## src/hdl/srg_pkg.sv

```systemverilog
package srg_pkg;

	localparam int POS_W      = 32;
	localparam int INTV_W     = 24;
	localparam int SPD_W      = 21;
	localparam int SPD_MAG_W  = 20;
	localparam int ACC_W      = 20;
	localparam int RAMP_W     = 32;
	localparam int HALT_W     = 40;
	localparam int DIV_NUM_W  = 40;
	localparam int DIV_DEN_W  = 34;
	localparam int DIV_CNT_W  = 6;
	localparam int MUL_CNT_W  = 5;
	localparam int CFG_IDX_W  = 2;
	localparam int CFG_DATA_W = 24;

	localparam logic [2:0] OP_TICK   = 3'd0;
	localparam logic [2:0] OP_MOVE   = 3'd1;
	localparam logic [2:0] OP_SETPOS = 3'd2;
	localparam logic [2:0] OP_ESTOP  = 3'd3;
	localparam logic [2:0] OP_SOFT   = 3'd4;

	localparam logic [CFG_IDX_W-1:0] REG_ACCEL      = 2'd0;
	localparam logic [CFG_IDX_W-1:0] REG_MIN_INTV   = 2'd1;
	localparam logic [CFG_IDX_W-1:0] REG_FIRST_INTV = 2'd2;

	localparam logic [INTV_W-1:0]    INTV_MAX    = {INTV_W{1'b1}};
	localparam logic [SPD_MAG_W-1:0] US_PER_SEC  = 20'd1000000;
	localparam logic [RAMP_W-1:0]    RAMP_MAX    = 32'h7fff_ffff;

	localparam logic [DIV_CNT_W-1:0] NB_HALT  = 6'd40;
	localparam logic [DIV_CNT_W-1:0] NB_REC   = 6'd25;
	localparam logic [DIV_CNT_W-1:0] NB_SPD   = 6'd20;

	typedef struct packed {
		logic [2:0]              op;
		logic signed [POS_W-1:0] value;
	} in_t;

	typedef struct packed {
		logic                    step_pulse;
		logic                    direction;
		logic                    moving;
		logic signed [POS_W-1:0] position;
		logic [INTV_W-1:0]       interval_us;
	} out_t;

	typedef struct packed {
		logic                 start;
		logic [DIV_CNT_W-1:0] nbits;
	} div_ctl_t;

	typedef struct packed {
		logic busy;
		logic done;
	} div_sts_t;

endpackage

```

## src/hdl/srg_div.sv

```systemverilog
module srg_div import srg_pkg::*; (
	input  logic                 clk,
	input  logic                 arst_n,
	input  div_ctl_t             ctl,
	input  logic [DIV_NUM_W-1:0] num,
	input  logic [DIV_DEN_W-1:0] den,
	output div_sts_t             sts,
	output logic [DIV_NUM_W-1:0] quo
);

	logic                 busy_q, done_q;
	logic [DIV_CNT_W-1:0] cnt_q;
	logic [DIV_NUM_W-1:0] num_q, quo_q;
	logic [DIV_DEN_W-1:0] den_q, rem_q;
	logic [DIV_DEN_W:0]   rem_sh;
	logic [DIV_DEN_W+1:0] diff;
	logic                 ge;

	// numerator arrives left-aligned; one quotient bit per cycle
	assign rem_sh = {rem_q, num_q[DIV_NUM_W-1]};
	assign diff   = {1'b0, rem_sh} - {2'b00, den_q};
	assign ge     = !diff[DIV_DEN_W+1];

	always_ff @(posedge clk or negedge arst_n) begin
		if (!arst_n) begin
			busy_q <= 1'b0;
			done_q <= 1'b0;
			cnt_q  <= '0;
		end else if (ctl.start) begin
			busy_q <= 1'b1;
			done_q <= 1'b0;
			cnt_q  <= ctl.nbits;
		end else if (busy_q) begin
			cnt_q <= cnt_q - 1'b1;
			if (cnt_q == DIV_CNT_W'(1)) begin
				busy_q <= 1'b0;
				done_q <= 1'b1;
			end
		end else begin
			done_q <= 1'b0;
		end
	end

	always_ff @(posedge clk) begin
		if (ctl.start) begin
			num_q <= num;
			den_q <= den;
			rem_q <= '0;
			quo_q <= '0;
		end else if (busy_q) begin
			num_q <= {num_q[DIV_NUM_W-2:0], 1'b0};
			rem_q <= ge ? diff[DIV_DEN_W-1:0] : rem_sh[DIV_DEN_W-1:0];
			quo_q <= {quo_q[DIV_NUM_W-2:0], ge};
		end
	end

	assign sts.busy = busy_q;
	assign sts.done = done_q;
	assign quo      = quo_q;

endmodule

```

## src/hdl/stepper_ramp_generator.sv

```systemverilog
// An item that plans nothing goes to the emit state, which registers its result
// once the output is free. One that plans a step interval runs a shift-add square,
// then as needed 40, 25 and 20 quotient bits in the shared bit-serial divider.
// Throughput: one item at a time; the next is taken once the result is registered.
// Reset (arst_n low): position, target, ramp, interval and speed clear, the
// elapsed counter saturates, and the registers return to their defaults.
module stepper_ramp_generator import srg_pkg::*; (
	input  logic                  clk,
	input  logic                  arst_n,
	input  logic                  in_valid,
	output logic                  in_stall,
	input  in_t                   in_data,
	output logic                  out_valid,
	input  logic                  out_stall,
	output out_t                  out_data,
	input  logic                  cfg_valid,
	output logic                  cfg_ready,
	input  logic [CFG_IDX_W-1:0]  cfg_index,
	input  logic [CFG_DATA_W-1:0] cfg_data
);

	typedef enum logic [8:0] {
		ST_IDLE   = 9'b000000001,
		ST_MUL    = 9'b000000010,
		ST_HALT   = 9'b000000100,
		ST_SOFT   = 9'b000001000,
		ST_DIST   = 9'b000010000,
		ST_DECIDE = 9'b000100000,
		ST_REC    = 9'b001000000,
		ST_SPD    = 9'b010000000,
		ST_EMIT   = 9'b100000000
	} state_t;

	state_t state_q;

	logic [ACC_W-1:0]        acc_q;
	logic [INTV_W-1:0]       min_q, first_q;
	logic signed [POS_W-1:0] pos_q, target_q;
	logic [RAMP_W-1:0]       ramp_q;
	logic [INTV_W-1:0]       intv_q;
	logic [SPD_W-1:0]        spd_q;
	logic                    dir_q, pulse_q, soft_q;
	logic [31:0]             since_q;
	logic [HALT_W-1:0]       halt_q;
	logic [POS_W:0]          dist_q;
	logic [HALT_W-1:0]       mul_a_q, mul_acc_q;
	logic [SPD_MAG_W-1:0]    mul_b_q;
	logic [MUL_CNT_W-1:0]    mul_cnt_q;
	logic                    div_start_q;
	logic                    out_valid_q;
	out_t                    out_q;

	div_ctl_t             div_ctl;
	div_sts_t             div_sts;
	logic [DIV_NUM_W-1:0] div_num, div_quo;
	logic [DIV_DEN_W-1:0] div_den;

	logic [ACC_W-1:0]     acc_eff;
	logic [SPD_W-1:0]     spd_neg;
	logic [SPD_MAG_W-1:0] sp_mag;
	logic [31:0]          since_nx;
	logic                 fire;
	logic [HALT_W:0]      soft_n;
	logic signed [HALT_W+1:0] soft_sum, pos_x;
	logic signed [POS_W-1:0]  soft_t;
	logic                 dpos, dneg, ramp_pos, rev, halt_le1;
	logic [POS_W:0]       ndist;
	logic [RAMP_W-1:0]    halt_sat, ramp_dec, ramp_inc;
	logic [DIV_DEN_W-1:0] r4, rmag;
	logic [INTV_W+2:0]    ivn, ivc;

	assign acc_eff  = (acc_q == '0) ? ACC_W'(1) : acc_q;
	assign spd_neg  = ~spd_q + SPD_W'(1);
	assign sp_mag   = spd_q[SPD_W-1] ? spd_neg[SPD_MAG_W-1:0] : spd_q[SPD_MAG_W-1:0];
	assign since_nx = (since_q == 32'hffff_ffff) ? since_q : since_q + 32'd1;
	assign fire     = (intv_q != '0) && (since_nx >= {8'd0, intv_q});

	// soft stop target: one step beyond the stopping distance, saturated
	assign soft_n   = {1'b0, halt_q} + (HALT_W+1)'(1);
	assign pos_x    = (HALT_W+2)'(pos_q);
	assign soft_sum = spd_q[SPD_W-1] ? pos_x - $signed({1'b0, soft_n})
	                                 : pos_x + $signed({1'b0, soft_n});
	always_comb begin
		if (soft_sum > (HALT_W+2)'(32'sh7fff_ffff))
			soft_t = 32'sh7fff_ffff;
		else if (soft_sum < -(HALT_W+2)'(64'sh8000_0000))
			soft_t = -32'sh7fff_ffff - 32'sd1;
		else
			soft_t = soft_sum[POS_W-1:0];
	end

	assign halt_le1 = halt_q <= HALT_W'(1);
	assign dneg     = dist_q[POS_W];
	assign dpos     = !dneg && (dist_q != '0);
	assign ndist    = ~dist_q + (POS_W+1)'(1);
	assign halt_sat = (|halt_q[HALT_W-1:31]) ? RAMP_MAX : {1'b0, halt_q[30:0]};
	assign ramp_pos = !ramp_q[RAMP_W-1] && (ramp_q != '0);
	assign rev      = ramp_pos &&
	                  ((dpos && (halt_q >= {7'd0, dist_q} || !dir_q)) ||
	                   (dneg && (halt_q > {7'd0, ndist} || dir_q)));
	assign ramp_dec = rev ? (~halt_sat + RAMP_W'(1)) : ramp_q;
	assign ramp_inc = (ramp_q == RAMP_MAX) ? ramp_q : ramp_q + RAMP_W'(1);

	// recurrence divisor |4n+1|
	assign r4   = {ramp_q, 2'b01};
	assign rmag = r4[DIV_DEN_W-1] ? (~r4 + DIV_DEN_W'(1)) : r4;

	assign ivn = ramp_q[RAMP_W-1] ? {3'd0, intv_q} + {1'b0, div_quo[INTV_W+1:0]}
	                              : {3'd0, intv_q} - {1'b0, div_quo[INTV_W+1:0]};
	always_comb begin
		ivc = ivn;
		if (ivc < {3'd0, min_q})
			ivc = {3'd0, min_q};
		if (ivc > {3'd0, INTV_MAX})
			ivc = {3'd0, INTV_MAX};
		if (ivc == '0)
			ivc = (INTV_W+3)'(1);
	end

	always_comb begin
		div_ctl.start = div_start_q;
		case (state_q)
			ST_HALT: begin
				div_ctl.nbits = NB_HALT;
				div_num       = mul_acc_q;
				div_den       = {13'd0, acc_eff, 1'b0};
			end
			ST_REC: begin
				div_ctl.nbits = NB_REC;
				div_num       = {intv_q, 1'b0, 15'd0};
				div_den       = rmag;
			end
			default: begin
				div_ctl.nbits = NB_SPD;
				div_num       = {US_PER_SEC, 20'd0};
				div_den       = {10'd0, intv_q};
			end
		endcase
	end

	srg_div u_div (
		.clk    (clk),
		.arst_n (arst_n),
		.ctl    (div_ctl),
		.num    (div_num),
		.den    (div_den),
		.sts    (div_sts),
		.quo    (div_quo)
	);

	assign cfg_ready = 1'b1;
	assign in_stall  = (state_q != ST_IDLE);
	assign out_valid = out_valid_q;
	assign out_data  = out_q;

	always_ff @(posedge clk or negedge arst_n) begin
		if (!arst_n) begin
			state_q     <= ST_IDLE;
			acc_q       <= ACC_W'(1);
			min_q       <= 24'd1000000;
			first_q     <= 24'd956008;
			pos_q       <= '0;
			target_q    <= '0;
			ramp_q      <= '0;
			intv_q      <= '0;
			spd_q       <= '0;
			dir_q       <= 1'b0;
			pulse_q     <= 1'b0;
			soft_q      <= 1'b0;
			since_q     <= 32'hffff_ffff;
			div_start_q <= 1'b0;
			out_valid_q <= 1'b0;
		end else begin
			div_start_q <= 1'b0;
			if (cfg_valid) begin
				case (cfg_index)
					REG_ACCEL:      acc_q   <= cfg_data[ACC_W-1:0];
					REG_MIN_INTV:   min_q   <= cfg_data[INTV_W-1:0];
					REG_FIRST_INTV: first_q <= cfg_data[INTV_W-1:0];
					default: ;
				endcase
			end
			if (out_valid_q && !out_stall)
				out_valid_q <= 1'b0;
			case (state_q)
				ST_IDLE: begin
					if (in_valid) begin
						pulse_q <= 1'b0;
						soft_q  <= 1'b0;
						state_q <= ST_EMIT;
						case (in_data.op)
							OP_TICK: begin
								since_q <= since_nx;
								if (fire) begin
									pos_q   <= pos_q + (dir_q ? 32'sd1 : -32'sd1);
									since_q <= '0;
									pulse_q <= 1'b1;
									state_q <= ST_MUL;
								end
							end
							OP_MOVE: begin
								if (target_q != in_data.value) begin
									target_q <= in_data.value;
									state_q  <= ST_MUL;
								end
							end
							OP_SETPOS: begin
								target_q <= in_data.value;
								pos_q    <= in_data.value;
								ramp_q   <= '0;
								intv_q   <= '0;
								spd_q    <= '0;
							end
							OP_ESTOP: begin
								ramp_q   <= '0;
								intv_q   <= '0;
								spd_q    <= '0;
								target_q <= pos_q;
							end
							OP_SOFT: begin
								if (spd_q != '0) begin
									soft_q  <= 1'b1;
									state_q <= ST_MUL;
								end
							end
							default: ;
						endcase
					end
				end
				ST_MUL: begin
					if (mul_cnt_q == MUL_CNT_W'(1)) begin
						div_start_q <= 1'b1;
						state_q     <= ST_HALT;
					end
				end
				ST_HALT: begin
					if (div_sts.done)
						state_q <= soft_q ? ST_SOFT : ST_DIST;
				end
				ST_SOFT: begin
					soft_q  <= 1'b0;
					state_q <= ST_EMIT;
					if (soft_t != target_q) begin
						target_q <= soft_t;
						state_q  <= ST_DIST;
					end
				end
				ST_DIST: state_q <= ST_DECIDE;
				ST_DECIDE: begin
					if (dist_q == '0 && halt_le1) begin
						intv_q  <= '0;
						spd_q   <= '0;
						ramp_q  <= '0;
						state_q <= ST_EMIT;
					end else if (ramp_dec == '0) begin
						intv_q      <= (first_q == '0) ? INTV_W'(1) : first_q;
						dir_q       <= dpos;
						ramp_q      <= RAMP_W'(1);
						div_start_q <= 1'b1;
						state_q     <= ST_SPD;
					end else begin
						ramp_q      <= ramp_dec;
						div_start_q <= 1'b1;
						state_q     <= ST_REC;
					end
				end
				ST_REC: begin
					if (div_sts.done) begin
						intv_q      <= ivc[INTV_W-1:0];
						ramp_q      <= ramp_inc;
						div_start_q <= 1'b1;
						state_q     <= ST_SPD;
					end
				end
				ST_SPD: begin
					if (div_sts.done) begin
						spd_q   <= dir_q ? div_quo[SPD_W-1:0] : (~div_quo[SPD_W-1:0] + SPD_W'(1));
						state_q <= ST_EMIT;
					end
				end
				ST_EMIT: begin
					if (!out_valid_q || !out_stall) begin
						out_valid_q <= 1'b1;
						state_q     <= ST_IDLE;
					end
				end
				default: state_q <= ST_IDLE;
			endcase
		end
	end

	// datapath scratch: square, stopping distance, distance to go, result beat
	always_ff @(posedge clk) begin
		case (state_q)
			ST_IDLE: begin
				mul_a_q   <= {20'd0, sp_mag};
				mul_b_q   <= sp_mag;
				mul_acc_q <= '0;
				mul_cnt_q <= MUL_CNT_W'(SPD_MAG_W);
			end
			ST_MUL: begin
				if (mul_b_q[0])
					mul_acc_q <= mul_acc_q + mul_a_q;
				mul_a_q   <= {mul_a_q[HALT_W-2:0], 1'b0};
				mul_b_q   <= {1'b0, mul_b_q[SPD_MAG_W-1:1]};
				mul_cnt_q <= mul_cnt_q - 1'b1;
			end
			ST_HALT: begin
				if (div_sts.done)
					halt_q <= div_quo;
			end
			ST_DIST: dist_q <= {target_q[POS_W-1], target_q} - {pos_q[POS_W-1], pos_q};
			ST_EMIT: begin
				// hold the waiting beat until the receiver takes it
				if (!out_valid_q || !out_stall) begin
					out_q.step_pulse  <= pulse_q;
					out_q.direction   <= dir_q;
					out_q.moving      <= (spd_q != '0) || (target_q != pos_q);
					out_q.position    <= pos_q;
					out_q.interval_us <= intv_q;
				end
			end
			default: ;
		endcase
	end

	a_idle_div_quiet: assert property (@(posedge clk) disable iff (!arst_n)
		state_q == ST_IDLE |-> !div_sts.busy)
		else $error("divider busy while idle");

	a_ramp_has_intv: assert property (@(posedge clk) disable iff (!arst_n)
		(state_q == ST_IDLE && ramp_q != '0) |-> intv_q != '0)
		else $error("ramp running with zero interval");

	a_halt_no_speed: assert property (@(posedge clk) disable iff (!arst_n)
		(state_q == ST_IDLE && intv_q == '0) |-> spd_q == '0)
		else $error("speed nonzero while halted");

	a_div_start_state: assert property (@(posedge clk) disable iff (!arst_n)
		div_start_q |-> (state_q == ST_HALT || state_q == ST_REC || state_q == ST_SPD))
		else $error("divider started outside a divide state");

endmodule
```

## config.mk

```make
export PLATFORM = sky130hd
export DESIGN_NAME = stepper_ramp_generator
export DESIGN_NICKNAME = d
export VERILOG_FILES = /design/src/hdl/srg_pkg.sv /design/src/hdl/srg_div.sv /design/src/hdl/stepper_ramp_generator.sv
export SDC_FILE = /design/constraint.sdc
export NUM_CORES = 2
export LEC_CHECK = 0
export BUFFER_PORTS_ARGS = -buffer_cell sky130_fd_sc_hd__buf_2
export CELL_PAD_IN_SITES_DETAIL_PLACEMENT = 0
export CELL_PAD_IN_SITES_GLOBAL_PLACEMENT = 2
export CORE_MARGIN = 3
export CORE_UTILIZATION = 35
export DETAILED_ROUTE_END_ITERATION = 6
export MAX_ROUTING_LAYER = met4
export PLACE_DENSITY = 0.75
export SETUP_SLACK_MARGIN = 0.15
export SYNTH_ARGS = -nofsm -noshare
export SYNTH_HDL_FRONTEND = slang
export SYNTH_HIERARCHICAL = 1
export SYNTH_SLANG_ARGS = --single-unit
```

## constraint.sdc

```tcl
create_clock -name clk -period 17.8 [get_ports clk]
set_input_delay 0.89 -clock clk [delete_from_list [all_inputs] [get_ports clk]]
set_output_delay 0.89 -clock clk [all_outputs]
set_load 0.05 [all_outputs]
```

==> results.yml <==
sta:
  max_slew_margin_pct: 11.87
  fmax_mhz: 95.65
  skew_ns: 0.04046
  post-route-period-util_pct: 58.74
  period_needed_ns: 10.46
  slew_violations: 0
  setup_tns_ns: 0
  rsz0062_at_grt: "no"
  setup-violations-final: 0
  hold_viol: 0
  tightest_slew_ns: 1.314
layout:
  n_fill_cell: 13880
  multiInputGateArea_um2: 28550
  layout_common_cells: "nor2_1, nand2_1, a21oi_1"
  fin_area_um2: 53070
  register_area_um2: 17480
  drive_gt1_share_pct: 10.71
  area_growth_pct: 10.69
  nets: 5803
  final_common_cell: "nor2_1"
critical_path:
  critPathRequiredTime_ns: 18.40
  start_kind: "register"
  reg2reg_depth: 28
  worstSetupPathType: "register to register"
  setup.worst_path.end_class: "register"
  critPathSlowestCell: "nand4_1"
  slowest_delay_ns: 1.01
  critical_path.max_fanout: 22
  critical_path_arrival_ns: 11.06
clocking:
  clkTransAtPathRegs_ns: 0.06
  cts-htree-levels: 3
  cts_tree: "built"
  cts_buffers: 82
  worstSkewPairLatency_ns: 0.70
  post_cts_resized: 0
  cts.sinks: 648
  clockRootBuffer: "clkbuf_16"
  postCtsSetupRepairBufs: 0
  cts.path.max_buffers: 3
  cts_hold_buffers: 0
detailed_routing:
  wl_per_cell_um: 24.68
  dr.pass1.iters: 6
  post_drt_via_cell_ratio: 5.740
  ant_nets: 0
  drt_iter0_drc: 3418
  routed_wl_um: 179100
  drc: 0
  vias: 41650
die:
  core-area_um2: 135800
  initial_utilization_pct: 35.31
  dieWidth_um: 376.1
  fp.dieH_um: 376.1
  io_pins: 128
  die_area_um2: 141500
  num_rows: 135
status:
  outcome: "finished, final reports clean"
global_routing:
  grt_pass1_vias: 39380
  grt_overflow: 0
  grt_usage_pct: 25.40
  grt_max_degree: 74
  grt_pass1_wl_um: 264100
  antenna_found_initial: 11
synth:
  syn_avg_cell_area_um2: 8.913
  syn_area_um2: 47950
  yosysWarningCount: 6
  synthCells: 5380
placed_design:
  gp_congestion: 0.9447
  place_area_um2: 50370
  port_buffers: 126
  place_hpwl_um: 136400
pwr:
  power.density_nw_per_um2: 134.2
  swShare_pct: 43.40
  ir_worst_vdd_uv: 100.5
  clkPwrFrac_pct: 23.9
  internal_power_mw: 4.031
  pwr-share-seq_pct: 33.3
  p_switching_mw: 3.091
  comb_power_share_pct: 42.9
  leakagePower_nw: 22.14
job:
  drv_cap: 0
min_path:
  hp-class: "input port to asynchronous set/reset pin"
## metrics by stage
stage	instances	setup WS [ns]	utilization (%)	power, mW	hold slack, ns
global placement	7098	7.705	37.09	5.404	0.4253
floorplan	5381	9.925	-	4.269	0.4076
CTS	7251	7.477	39.07	7.123	0.1402
finish	7256	7.345	39.08	7.122	0.1215
global route	7256	6.694	39.08	7.530	0.1567
detailed placement	7098	7.543	37.09	5.385	0.4246
## layout make-up
| cell class | instances | share of cell area, % |
|---|---|---|
| well taps | 1781 | 4.199 |
| clock buffers | 110 | 4.295 |
| diodes | 5 | 0.02357 |
| repair buffers | 192 | 2.141 |
| flip-flops and latches | 648 | 32.93 |
| multi-input cells | 4217 | 53.80 |
| inverters | 260 | 1.839 |
| clock inverters | 43 | 0.7803 |
## power groups by stage
| stage | clock network, mW | registers, mW | logic, mW |
|---|---|---|---|
| 3_3_place_gp | 0 | 2.39 | 3.02 |
| 2_1_floorplan | 0 | 2.20 | 2.07 |
| 6_report | 1.70 | 2.37 | 3.05 |
| 5_1_grt | 1.80 | 2.38 | 3.35 |
| 3_5_place_dp | 0 | 2.38 | 3.00 |
| 4_1_cts | 1.74 | 2.36 | 3.02 |
## critical path: cells and delay by family, from the launching register on
family / cells / cell delay, ns
DFF: 1 / 0.77
muxes: 1 / 0.23
AOI/OAI and AO/OA: 10 / 2.65
buffers and inverters: 2 / 0.46
and+or+nand+nor: 12 / 5.35
xor gates and xnor gates: 2 / 0.55
adders and majority gates: 1 / 0.32
## flip-flops by register name (all words and copies together), names as in the netlist, 32 cells and up
signal	count
u_div/rem_q	34
u_div/num_q	40
pos_q	32
dist_q	33
target_q	32
u_div/quo	40
u_div/den_q	34
out_data	59
mul_acc_q	40
ramp_q	32
mul_a_q	40
since_q	32
halt_q	40
## per-layer routing
metal	GRT usage, %	part of all wire, %	up-vias
met1	35.37	47	20380
met3	3.548	6.0	255
met5	-	0	-
met4	8.432	3.5	0
met2	37.93	44	1362
li1	-	-	19660
## final timing paths
| kind | start | endpoint | slack (ns) |
|---|---|---|---|
| worst max-delay path | halt_q[4] | target_q[8] | 7.34 |
| worst min-delay path | arst_n | acc_q[1] | 0.12 |
| worst max register to register | halt_q[4] | target_q[8] | 7.34 |
| worst min register to register | u_div/quo[39] | halt_q[39] | 0.45 |
| max in group asynchronous | arst_n | pos_q[17] | 15.41 |
| min in group clk | u_div/quo[39] | halt_q[39] | 0.45 |
No activity file was read; power rests on OpenSTA's default activity.
